==> config.mk <==
export PLATFORM = sky130hd
export DESIGN_NAME = rim_proximity_grip_detector_top
export DESIGN_NICKNAME = d
export VERILOG_FILES = /design/src/rpg_pkg.sv /design/src/rpg_isqrt.sv /design/src/rim_proximity_grip_detector_top.sv
export SDC_FILE = /design/constraint.sdc
export NUM_CORES = 2
export LEC_CHECK = 0
export BUFFER_PORTS_ARGS = -buffer_cell sky130_fd_sc_hd__buf_2
export CAP_MARGIN = 10
export CORE_UTILIZATION = 45
export CTS_CLUSTER_DIAMETER = 120
export DETAILED_ROUTE_END_ITERATION = 8
export PLACE_DENSITY = 0.58
export SETUP_SLACK_MARGIN = 0.02
export SYNTH_ARGS = -nofsm -noshare
export SYNTH_HDL_FRONTEND = slang
export SYNTH_HIERARCHICAL = 1
export SYNTH_SLANG_ARGS = --single-unit
==> constraint.sdc <==
create_clock -name clk -period 16.5 [get_ports clk]
set_input_delay 3.3 -clock clk [delete_from_list [all_inputs] [get_ports clk]]
set_output_delay 3.3 -clock clk [all_outputs]
set_load 0.03 [all_outputs]
==> src/rpg_pkg.sv <==
// Shared widths, register indexes and types for the rim proximity grip detector.
package rpg_pkg;

    // Field and register widths
    localparam int POS_W      = 18;
    localparam int MAG_W      = 18;
    localparam int REG_W      = 16;
    localparam int DIST_W     = 18;
    localparam int CFG_IDX_W  = 3;
    localparam int EXTRA_BITS = 8;

    // Datapath widths
    localparam int SQ_W   = 36;            // sum of two 18-bit squares
    localparam int OFF_W  = 26;            // rim offset with extra fraction bits
    localparam int PROD_W = 2 * OFF_W;     // shared multiplier output
    localparam int RAD_W  = 54;            // square root radicand
    localparam int ROOT_W = RAD_W / 2;     // square root result
    localparam int CNT_W  = 5;             // iteration counter, holds ROOT_W - 1

    localparam logic [DIST_W-1:0] DIST_MAX = '1;

    // Configuration register indexes
    localparam logic [CFG_IDX_W-1:0] REG_WHEEL_PRESENT    = 3'd0;
    localparam logic [CFG_IDX_W-1:0] REG_SPIN_AXIS        = 3'd1;
    localparam logic [CFG_IDX_W-1:0] REG_RIM_RADIUS       = 3'd2;
    localparam logic [CFG_IDX_W-1:0] REG_ENTER_DISTANCE   = 3'd3;
    localparam logic [CFG_IDX_W-1:0] REG_RELEASE_DISTANCE = 3'd4;

    // Spin axis codes
    localparam logic [1:0] AXIS_Y = 2'd1;
    localparam logic [1:0] AXIS_Z = 2'd2;

    // Status of the shared square root unit
    typedef struct packed {
        logic busy;
        logic done;
    } sqrt_status_t;

endpackage

==> src/rpg_isqrt.sv <==
// Iterative integer square root, one result bit per cycle.
module rpg_isqrt (
    input  logic                       clk,
    input  logic                       rst_n,
    input  logic                       start,
    input  logic [rpg_pkg::RAD_W-1:0]  radicand,
    output rpg_pkg::sqrt_status_t      status,
    output logic [rpg_pkg::ROOT_W-1:0] root
);
    import rpg_pkg::*;

    localparam int REM_W = ROOT_W + 2;

    logic              busy_reg, busy_next;
    logic              done_reg, done_next;
    logic [CNT_W-1:0]  cnt_reg, cnt_next;
    logic [RAD_W-1:0]  rad_reg, rad_next;
    logic [REM_W-1:0]  rem_reg, rem_next;
    logic [ROOT_W-1:0] root_reg, root_next;
    logic [REM_W-1:0]  rem_sh;
    logic [REM_W-1:0]  trial;

    // Bring down the next radicand bit pair and form the trial divisor
    assign rem_sh = {rem_reg[REM_W-3:0], rad_reg[RAD_W-1 -: 2]};
    assign trial  = {1'b0, root_reg[ROOT_W-2:0], 2'b01};

    always_comb
    begin
        busy_next = busy_reg;
        done_next = 1'b0;
        cnt_next  = cnt_reg;
        rad_next  = rad_reg;
        rem_next  = rem_reg;
        root_next = root_reg;
        if (start)
        begin
            busy_next = 1'b1;
            cnt_next  = CNT_W'(ROOT_W - 1);
            rad_next  = radicand;
            rem_next  = '0;
            root_next = '0;
        end
        else if (busy_reg)
        begin
            rad_next = {rad_reg[RAD_W-3:0], 2'b00};
            if (rem_sh >= trial)
            begin
                rem_next  = rem_sh - trial;
                root_next = {root_reg[ROOT_W-2:0], 1'b1};
            end
            else
            begin
                rem_next  = rem_sh;
                root_next = {root_reg[ROOT_W-2:0], 1'b0};
            end
            cnt_next = cnt_reg - 1'b1;
            if (cnt_reg == '0)
            begin
                busy_next = 1'b0;
                done_next = 1'b1;
            end
        end
    end

    // Hold control state under reset
    always_ff @(posedge clk or negedge rst_n)
    begin
        if (!rst_n)
        begin
            busy_reg <= 1'b0;
            done_reg <= 1'b0;
            cnt_reg  <= '0;
        end
        else
        begin
            busy_reg <= busy_next;
            done_reg <= done_next;
            cnt_reg  <= cnt_next;
        end
    end

    // Advance the datapath
    always_ff @(posedge clk)
    begin
        rad_reg  <= rad_next;
        rem_reg  <= rem_next;
        root_reg <= root_next;
    end

    assign status.busy = busy_reg;
    assign status.done = done_reg;
    assign root        = root_reg;

    a_done_pulse: assert property (@(posedge clk) disable iff (!rst_n)
        done_reg |=> !done_reg)
        else $error("square root done held longer than one cycle");

    a_done_after_busy: assert property (@(posedge clk) disable iff (!rst_n)
        done_reg |-> !busy_reg && $past(busy_reg))
        else $error("square root done without a finished iteration");

    a_busy_no_done: assert property (@(posedge clk) disable iff (!rst_n)
        busy_reg |-> !done_reg)
        else $error("square root done while still iterating");

endmodule

==> src/rim_proximity_grip_detector_top.sv <==
// Top level: sequencer, shared multiplier, grip state and result register.
//
//  channel  | handshake                 | payload
//  ---------+---------------------------+-----------------------------------------------
//  input    | in_valid / in_stall       | hand_sel, tracker_valid, hand_tracked,
//           |                           | palm_present, pos_x, pos_y, pos_z
//  output   | out_valid / out_stall     | hand_out, grip, grip_changed, distance_valid,
//           |                           | rim_distance
//  config   | cfg_wr_en                 | cfg_index, cfg_data
//
//  A measured item runs through four multiplier passes, two waits on the shared root unit
//  (27 iterations each) and the other sequencer steps S_ROOT1, S_OFFS, S_ROOT2 and S_FIN
//  before its result loads; the next item can be accepted in the cycle after that load.
//  A forced or held item goes from idle straight to S_FIN, where its result loads.
//  in_stall is high whenever the sequencer is not idle.
//  Reset clears both grip bits to released and loads the register reset values.
//  A stalled result holds in the output register; the next item finishes behind it
//  and waits in its final step until the register is free.
module rim_proximity_grip_detector_top (
    input  logic                           clk,
    input  logic                           rst_n,
    input  logic                           cfg_wr_en,
    input  logic [rpg_pkg::CFG_IDX_W-1:0]  cfg_index,
    input  logic [rpg_pkg::REG_W-1:0]      cfg_data,
    input  logic                           in_valid,
    output logic                           in_stall,
    input  logic                           hand_sel,
    input  logic                           tracker_valid,
    input  logic                           hand_tracked,
    input  logic                           palm_present,
    input  logic signed [rpg_pkg::POS_W-1:0] pos_x,
    input  logic signed [rpg_pkg::POS_W-1:0] pos_y,
    input  logic signed [rpg_pkg::POS_W-1:0] pos_z,
    output logic                           out_valid,
    input  logic                           out_stall,
    output logic                           hand_out,
    output logic                           grip,
    output logic                           grip_changed,
    output logic                           distance_valid,
    output logic [rpg_pkg::DIST_W-1:0]     rim_distance
);
    import rpg_pkg::*;

    localparam logic [3:0] S_IDLE  = 4'd0;
    localparam logic [3:0] S_SQ_A  = 4'd1;
    localparam logic [3:0] S_SQ_B  = 4'd2;
    localparam logic [3:0] S_SQ_C  = 4'd3;
    localparam logic [3:0] S_ROOT1 = 4'd4;
    localparam logic [3:0] S_WAIT1 = 4'd5;
    localparam logic [3:0] S_OFFS  = 4'd6;
    localparam logic [3:0] S_OFFSQ = 4'd7;
    localparam logic [3:0] S_ROOT2 = 4'd8;
    localparam logic [3:0] S_WAIT2 = 4'd9;
    localparam logic [3:0] S_FIN   = 4'd10;

    // Configuration registers
    logic             wheel_reg;
    logic [1:0]       axis_reg;
    logic [REG_W-1:0] radius_reg;
    logic [REG_W-1:0] enter_reg;
    logic [REG_W-1:0] release_reg;

    // Sequencer and sample registers
    logic [3:0]       state_reg, state_next;
    logic [1:0]       grip_reg, grip_next;
    logic             hand_reg, tracker_reg, tracked_reg, palm_reg;
    logic [POS_W-1:0] px_reg, py_reg, pz_reg;
    logic [SQ_W-1:0]  acc_reg, acc_next;
    logic [PROD_W-1:0] prod_reg, prod_next;
    logic [OFF_W-1:0] off_reg, off_next;

    // Result register
    logic              out_valid_reg, out_valid_next;
    logic              hand_out_reg, grip_out_reg, changed_reg, dvalid_reg;
    logic [DIST_W-1:0] dist_reg;

    // Datapath wires
    logic [MAG_W-1:0]  mag_x, mag_y, mag_z;
    logic [MAG_W-1:0]  axial, rad1, rad2;
    logic [OFF_W-1:0]  mul_a;
    logic              sq_start;
    logic [RAD_W-1:0]  sq_radicand;
    sqrt_status_t      sq_stat;
    logic [ROOT_W-1:0] sq_root;
    logic [ROOT_W-1:0] radius_q;
    logic [ROOT_W-1:0] off_wide;
    logic [ROOT_W:0]   dq_round;
    logic [ROOT_W-EXTRA_BITS:0] dist_wide;
    logic              out_free;
    logic              load_out;
    logic              cur_grip, new_grip, new_dvalid;
    logic [DIST_W-1:0] new_dist;
    logic              in_accept;

    // Write configuration registers
    always_ff @(posedge clk or negedge rst_n)
    begin
        if (!rst_n)
        begin
            wheel_reg   <= 1'b0;
            axis_reg    <= 2'd0;
            radius_reg  <= REG_W'(288);
            enter_reg   <= REG_W'(80);
            release_reg <= REG_W'(128);
        end
        else if (cfg_wr_en)
        begin
            case (cfg_index)
                REG_WHEEL_PRESENT:    wheel_reg   <= cfg_data[0];
                REG_SPIN_AXIS:        axis_reg    <= cfg_data[1:0];
                REG_RIM_RADIUS:       radius_reg  <= cfg_data;
                REG_ENTER_DISTANCE:   enter_reg   <= cfg_data;
                REG_RELEASE_DISTANCE: release_reg <= cfg_data;
                default:              ;
            endcase
        end
    end

    // Take magnitudes and split axial from radial components
    assign mag_x = px_reg[POS_W-1] ? MAG_W'(-px_reg) : px_reg;
    assign mag_y = py_reg[POS_W-1] ? MAG_W'(-py_reg) : py_reg;
    assign mag_z = pz_reg[POS_W-1] ? MAG_W'(-pz_reg) : pz_reg;

    always_comb
    begin
        case (axis_reg)
            AXIS_Y:
            begin
                axial = mag_y;
                rad1  = mag_x;
                rad2  = mag_z;
            end
            AXIS_Z:
            begin
                axial = mag_z;
                rad1  = mag_x;
                rad2  = mag_y;
            end
            default:
            begin
                axial = mag_x;
                rad1  = mag_y;
                rad2  = mag_z;
            end
        endcase
    end

    // Select the operand of the shared squaring multiplier
    always_comb
    begin
        case (state_reg)
            S_SQ_A:  mul_a = OFF_W'(rad1);
            S_SQ_B:  mul_a = OFF_W'(rad2);
            S_SQ_C:  mul_a = OFF_W'(axial);
            default: mul_a = off_reg;
        endcase
    end

    // Rim offset from the radial length, both with extra fraction bits
    assign radius_q = ROOT_W'({radius_reg, {EXTRA_BITS{1'b0}}});
    assign off_wide = (sq_root >= radius_q) ? (sq_root - radius_q) : (radius_q - sq_root);

    // Drive the shared square root unit
    assign sq_start    = (state_reg == S_ROOT1) || (state_reg == S_ROOT2);
    assign sq_radicand = (state_reg == S_ROOT1)
                       ? RAD_W'({acc_reg, {(2 * EXTRA_BITS){1'b0}}})
                       : RAD_W'(prod_reg) + RAD_W'({acc_reg, {(2 * EXTRA_BITS){1'b0}}});

    rpg_isqrt u_isqrt (
        .clk      (clk),
        .rst_n    (rst_n),
        .start    (sq_start),
        .radicand (sq_radicand),
        .status   (sq_stat),
        .root     (sq_root)
    );

    // Round and saturate the distance, then apply hysteresis
    assign dq_round  = {1'b0, sq_root} + (ROOT_W + 1)'(1 << (EXTRA_BITS - 1));
    assign dist_wide = dq_round[ROOT_W:EXTRA_BITS];
    assign cur_grip  = grip_reg[hand_reg];

    always_comb
    begin
        new_grip   = cur_grip;
        new_dvalid = 1'b0;
        new_dist   = '0;
        if (!wheel_reg || !tracker_reg)
        begin
            new_grip = 1'b1;
        end
        else if (tracked_reg && palm_reg)
        begin
            new_dvalid = 1'b1;
            if (cur_grip)
                new_grip = !(ROOT_W'(sq_root) > ROOT_W'({release_reg, {EXTRA_BITS{1'b0}}}));
            else
                new_grip = ROOT_W'(sq_root) < ROOT_W'({enter_reg, {EXTRA_BITS{1'b0}}});
            if (dist_wide > (ROOT_W - EXTRA_BITS + 1)'(DIST_MAX))
                new_dist = DIST_MAX;
            else
                new_dist = DIST_W'(dist_wide);
        end
    end

    assign in_accept = in_valid && !in_stall;
    assign out_free  = !out_valid_reg || !out_stall;
    assign load_out  = (state_reg == S_FIN) && out_free;

    // Step the sequencer
    always_comb
    begin
        state_next = state_reg;
        acc_next   = acc_reg;
        prod_next  = prod_reg;
        off_next   = off_reg;
        grip_next  = grip_reg;
        case (state_reg)
            S_IDLE:
            begin
                if (in_valid)
                begin
                    if (!wheel_reg || !tracker_valid || !hand_tracked || !palm_present)
                        state_next = S_FIN;
                    else
                        state_next = S_SQ_A;
                end
            end
            S_SQ_A:
            begin
                prod_next  = PROD_W'(mul_a * mul_a);
                state_next = S_SQ_B;
            end
            S_SQ_B:
            begin
                acc_next   = prod_reg[SQ_W-1:0];
                prod_next  = PROD_W'(mul_a * mul_a);
                state_next = S_SQ_C;
            end
            S_SQ_C:
            begin
                acc_next   = acc_reg + prod_reg[SQ_W-1:0];
                prod_next  = PROD_W'(mul_a * mul_a);
                state_next = S_ROOT1;
            end
            S_ROOT1:
            begin
                // keep the axial square for the second root
                acc_next   = prod_reg[SQ_W-1:0];
                state_next = S_WAIT1;
            end
            S_WAIT1:
            begin
                if (sq_stat.done)
                    state_next = S_OFFS;
            end
            S_OFFS:
            begin
                off_next   = off_wide[OFF_W-1:0];
                state_next = S_OFFSQ;
            end
            S_OFFSQ:
            begin
                prod_next  = PROD_W'(mul_a * mul_a);
                state_next = S_ROOT2;
            end
            S_ROOT2:
            begin
                state_next = S_WAIT2;
            end
            S_WAIT2:
            begin
                if (sq_stat.done)
                    state_next = S_FIN;
            end
            S_FIN:
            begin
                if (out_free)
                begin
                    grip_next[hand_reg] = new_grip;
                    state_next          = S_IDLE;
                end
            end
            default:
            begin
                state_next = S_IDLE;
            end
        endcase
    end

    // Track the result register occupancy
    always_comb
    begin
        out_valid_next = out_valid_reg;
        if (out_valid_reg && !out_stall)
            out_valid_next = 1'b0;
        if (load_out)
            out_valid_next = 1'b1;
    end

    // Hold control state under reset
    always_ff @(posedge clk or negedge rst_n)
    begin
        if (!rst_n)
        begin
            state_reg     <= S_IDLE;
            grip_reg      <= '0;
            out_valid_reg <= 1'b0;
        end
        else
        begin
            state_reg     <= state_next;
            grip_reg      <= grip_next;
            out_valid_reg <= out_valid_next;
        end
    end

    // Capture the sample and advance the datapath
    always_ff @(posedge clk)
    begin
        if (in_accept)
        begin
            hand_reg    <= hand_sel;
            tracker_reg <= tracker_valid;
            tracked_reg <= hand_tracked;
            palm_reg    <= palm_present;
            px_reg      <= pos_x;
            py_reg      <= pos_y;
            pz_reg      <= pos_z;
        end
        acc_reg  <= acc_next;
        prod_reg <= prod_next;
        off_reg  <= off_next;
    end

    // Load the result register
    always_ff @(posedge clk)
    begin
        if (load_out)
        begin
            hand_out_reg <= hand_reg;
            grip_out_reg <= new_grip;
            changed_reg  <= new_grip != cur_grip;
            dvalid_reg   <= new_dvalid;
            dist_reg     <= new_dist;
        end
    end

    assign in_stall       = (state_reg != S_IDLE);
    assign out_valid      = out_valid_reg;
    assign hand_out       = hand_out_reg;
    assign grip           = grip_out_reg;
    assign grip_changed   = changed_reg;
    assign distance_valid = dvalid_reg;
    assign rim_distance   = dist_reg;

    a_start_when_free: assert property (@(posedge clk) disable iff (!rst_n)
        sq_start |-> !sq_stat.busy)
        else $error("square root started while still busy");

    a_done_only_waiting: assert property (@(posedge clk) disable iff (!rst_n)
        sq_stat.done |-> (state_reg == S_WAIT1) || (state_reg == S_WAIT2))
        else $error("square root finished outside a wait step");

    a_no_dist_zero: assert property (@(posedge clk) disable iff (!rst_n)
        out_valid_reg && !dvalid_reg |-> dist_reg == '0)
        else $error("distance reported without a measurement");

    a_load_needs_room: assert property (@(posedge clk) disable iff (!rst_n)
        load_out |-> !out_valid_reg || !out_stall)
        else $error("result register overwritten while stalled");

endmodule
==> results.md <==
* DR WL/cell at 19.7 um
* 1st-pass router iterations at 8
* Clk sinks at 366
* Final Critical Period at 10830 ps
* Status: finished clean
* Final Slew Violations at 0
* Clk_skew at about 34 ps
* Final HPWL DP at 92000 um
* Die Y at around 310 um
* First-pass GRT wire length at roughly 190000 um
* Crit path launch type: flip-flop
* FF-to-FF path depth at 34
* CP required at 16850 ps
* Tcrit/Tclk final at 65.6%
* Hold endpoint: u_isqrt/rem_reg[16]$_SDFFE_PP0P_
* Routability cong. at roughly 0.91
* IO Port Bufs at 105
* Worst r2r src: py_reg[0]$_DFFE_PP_
* CTS tree: built
* Routed vias at 32324
* Max reg flops at 54
* Hold Crit Start: u_isqrt/rem_reg[14]$_SDFFE_PP0P_
* Worst-Skew Late Latency at 630 ps
* R2R setup slack at between 5000 and 6000 ps
* Initial DRC Count at about 2200
* Cts hold-fix bufs at 0
* Post-CTS Setup Bufs at 0
* Rel. slew slack at 19.6%
* DRC violations left at 0
* Total routed wirelength at 118000 um
* Initial antenna violation count at 2
* Die extent in x at 312 um
* Worst Path Max Fanout at 19
* Placed insts at 5900
* Final Instance Count excl. Fillers at between 5000 and 6000
* Hold crit path type: reg -> reg
* Pin count of the biggest net entering global routing at 117
* Setup slack at placement at 5770 ps
* Finished layout cell area at 46700 um2
* Cells after synthesis at between 4000 and 5000
* Final hold vios at 0
* Num rows at roughly 110
* Reg2reg end: prod_reg[51]$_DFFE_PP_
* Critical-path top delay cell: clkinv_1
* Vias in the first global route at between 30000 and 40000
* DIE AREA at 97400 um2
* Worst-path clk slew at around 70 ps
* Slowest stage delay, CP at ~720 ps
* Share of layout cells above drive strength 1 at under 10%
* Maxcap violations at 0
* IO Pins at 106
* Cell Area, Placed at 45100 um2
* Final WS setup at 5670 ps
* Clk root buf: clkbuf_16
* GRT Util Overall at about 25%
* Worst Setup Path Type: reg -> reg
* Fill cells at roughly 9000
* H-tree depth at 2
* CP Capture Type: flip-flop
* Setup Viol. Count Final at 0
* Seq. cell area at 10100 um2
* Routed vias/inst at 5.40
* Area of the multi-input gates at 29300 um2
* Starting density of the core at 45.5%
* Synth warn at 6
* Setup TNS at 0 ps
* CTS Buf Count at 44
* Global route overflow at 0
* Core area at roughly 95000 um2
* Area Overhead vs Synth at 7.91%
* CTS Buffer Depth at 3
* Top cell by count, worst path: fa_1
* Worst slew pin tran at 1200 ps
* Arrival @ worst endpoint at around 11000 ps
* RSZ-0062 raised after global routing: false
* Worst Hold Depth at 2
* Mapped Avg Cell Area at approximately 9.3 um2
* Nets at 5643
* Mapped cell area at 43300 um2
* CTS resizes at 0
* Post-route ant nets at 0
* Max Clk Rate at between 0.09 and 0.1 GHz
## critical path, delay by kind of cell (launching register included)
family                   cells  cell delay (ps)
AND/OR/NAND/NOR              5             2050
buffers and inverters        7             1360
XOR/XNOR                     2              270
AO/OA/AOI/OAI               10             2170
adder cells (fa/ha/maj)      9             4140
flip-flops                   1              450
multiplexers                 1               90
## per-stage QoR
step | hold WS [ps] | utilization (%)
2_1_floorplan | 462 | -
3_3_place_gp | 484 | 47.4
3_5_place_dp | 485 | 47.4
4_1_cts | 478 | 49.1
5_1_grt | 508 | 49.1
6_report | 482 | 49.1
## layout make-up
type	count	area share (%)
multi-input cells	3267	62.8
flip-flops and latches	366	21.7
inverters	845	6.80
well taps	1265	3.39
clock buffers	52	2.47
repair buffers	157	1.99
clock inverters	29	0.833
diodes	1	0.00536
## per-layer routing
metal | part of all wire, % | GRT usage, %
met1 | 42 | 31.0
met5 | 0.020 | 0
met2 | 47 | 40.9
met4 | 4.7 | 10.7
met3 | 6.4 | 4.75
## worst max path at each step
stage / depth (start not counted) / start / end
after detailed placement: 34 / py_reg[0]$_DFFE_PP_ / prod_reg[45]$_DFFE_PP_
after CTS: 34 / py_reg[0]$_DFFE_PP_ / prod_reg[45]$_DFFE_PP_
after global placement: 34 / py_reg[0]$_DFFE_PP_ / prod_reg[45]$_DFFE_PP_
after floorplan: 34 / py_reg[0]$_DFFE_PP_ / prod_reg[45]$_DFFE_PP_
after global routing: 34 / py_reg[0]$_DFFE_PP_ / prod_reg[45]$_DFFE_PP_
final: 34 / py_reg[0]$_DFFE_PP_ / prod_reg[51]$_DFFE_PP_
## cell usage in the layout (no fill, tap or decap), drive strengths merged, types with 34 or more instances in the layout
| master | n |
|---|---|
| edfxtp | 247 |
| nor2 | 362 |
| and3 | 63 |
| and2 | 34 |
| a211oi | 42 |
| mux2i | 55 |
| xnor2 | 154 |
| a21o | 100 |
| inv | 842 |
| xor2 | 79 |
| fa | 518 |
| o211ai | 36 |
| buf | 157 |
| nand3 | 72 |
| dfrtp | 60 |
| a21oi | 225 |
| nor3 | 48 |
| clkbuf | 52 |
| mux2 | 85 |
| dfxtp | 54 |
| ha | 362 |
| nand2 | 442 |
| o21ai | 200 |
Power is not shown: default switching activity piles up to over one toggle a cycle in this logic, so the estimate is an artifact.
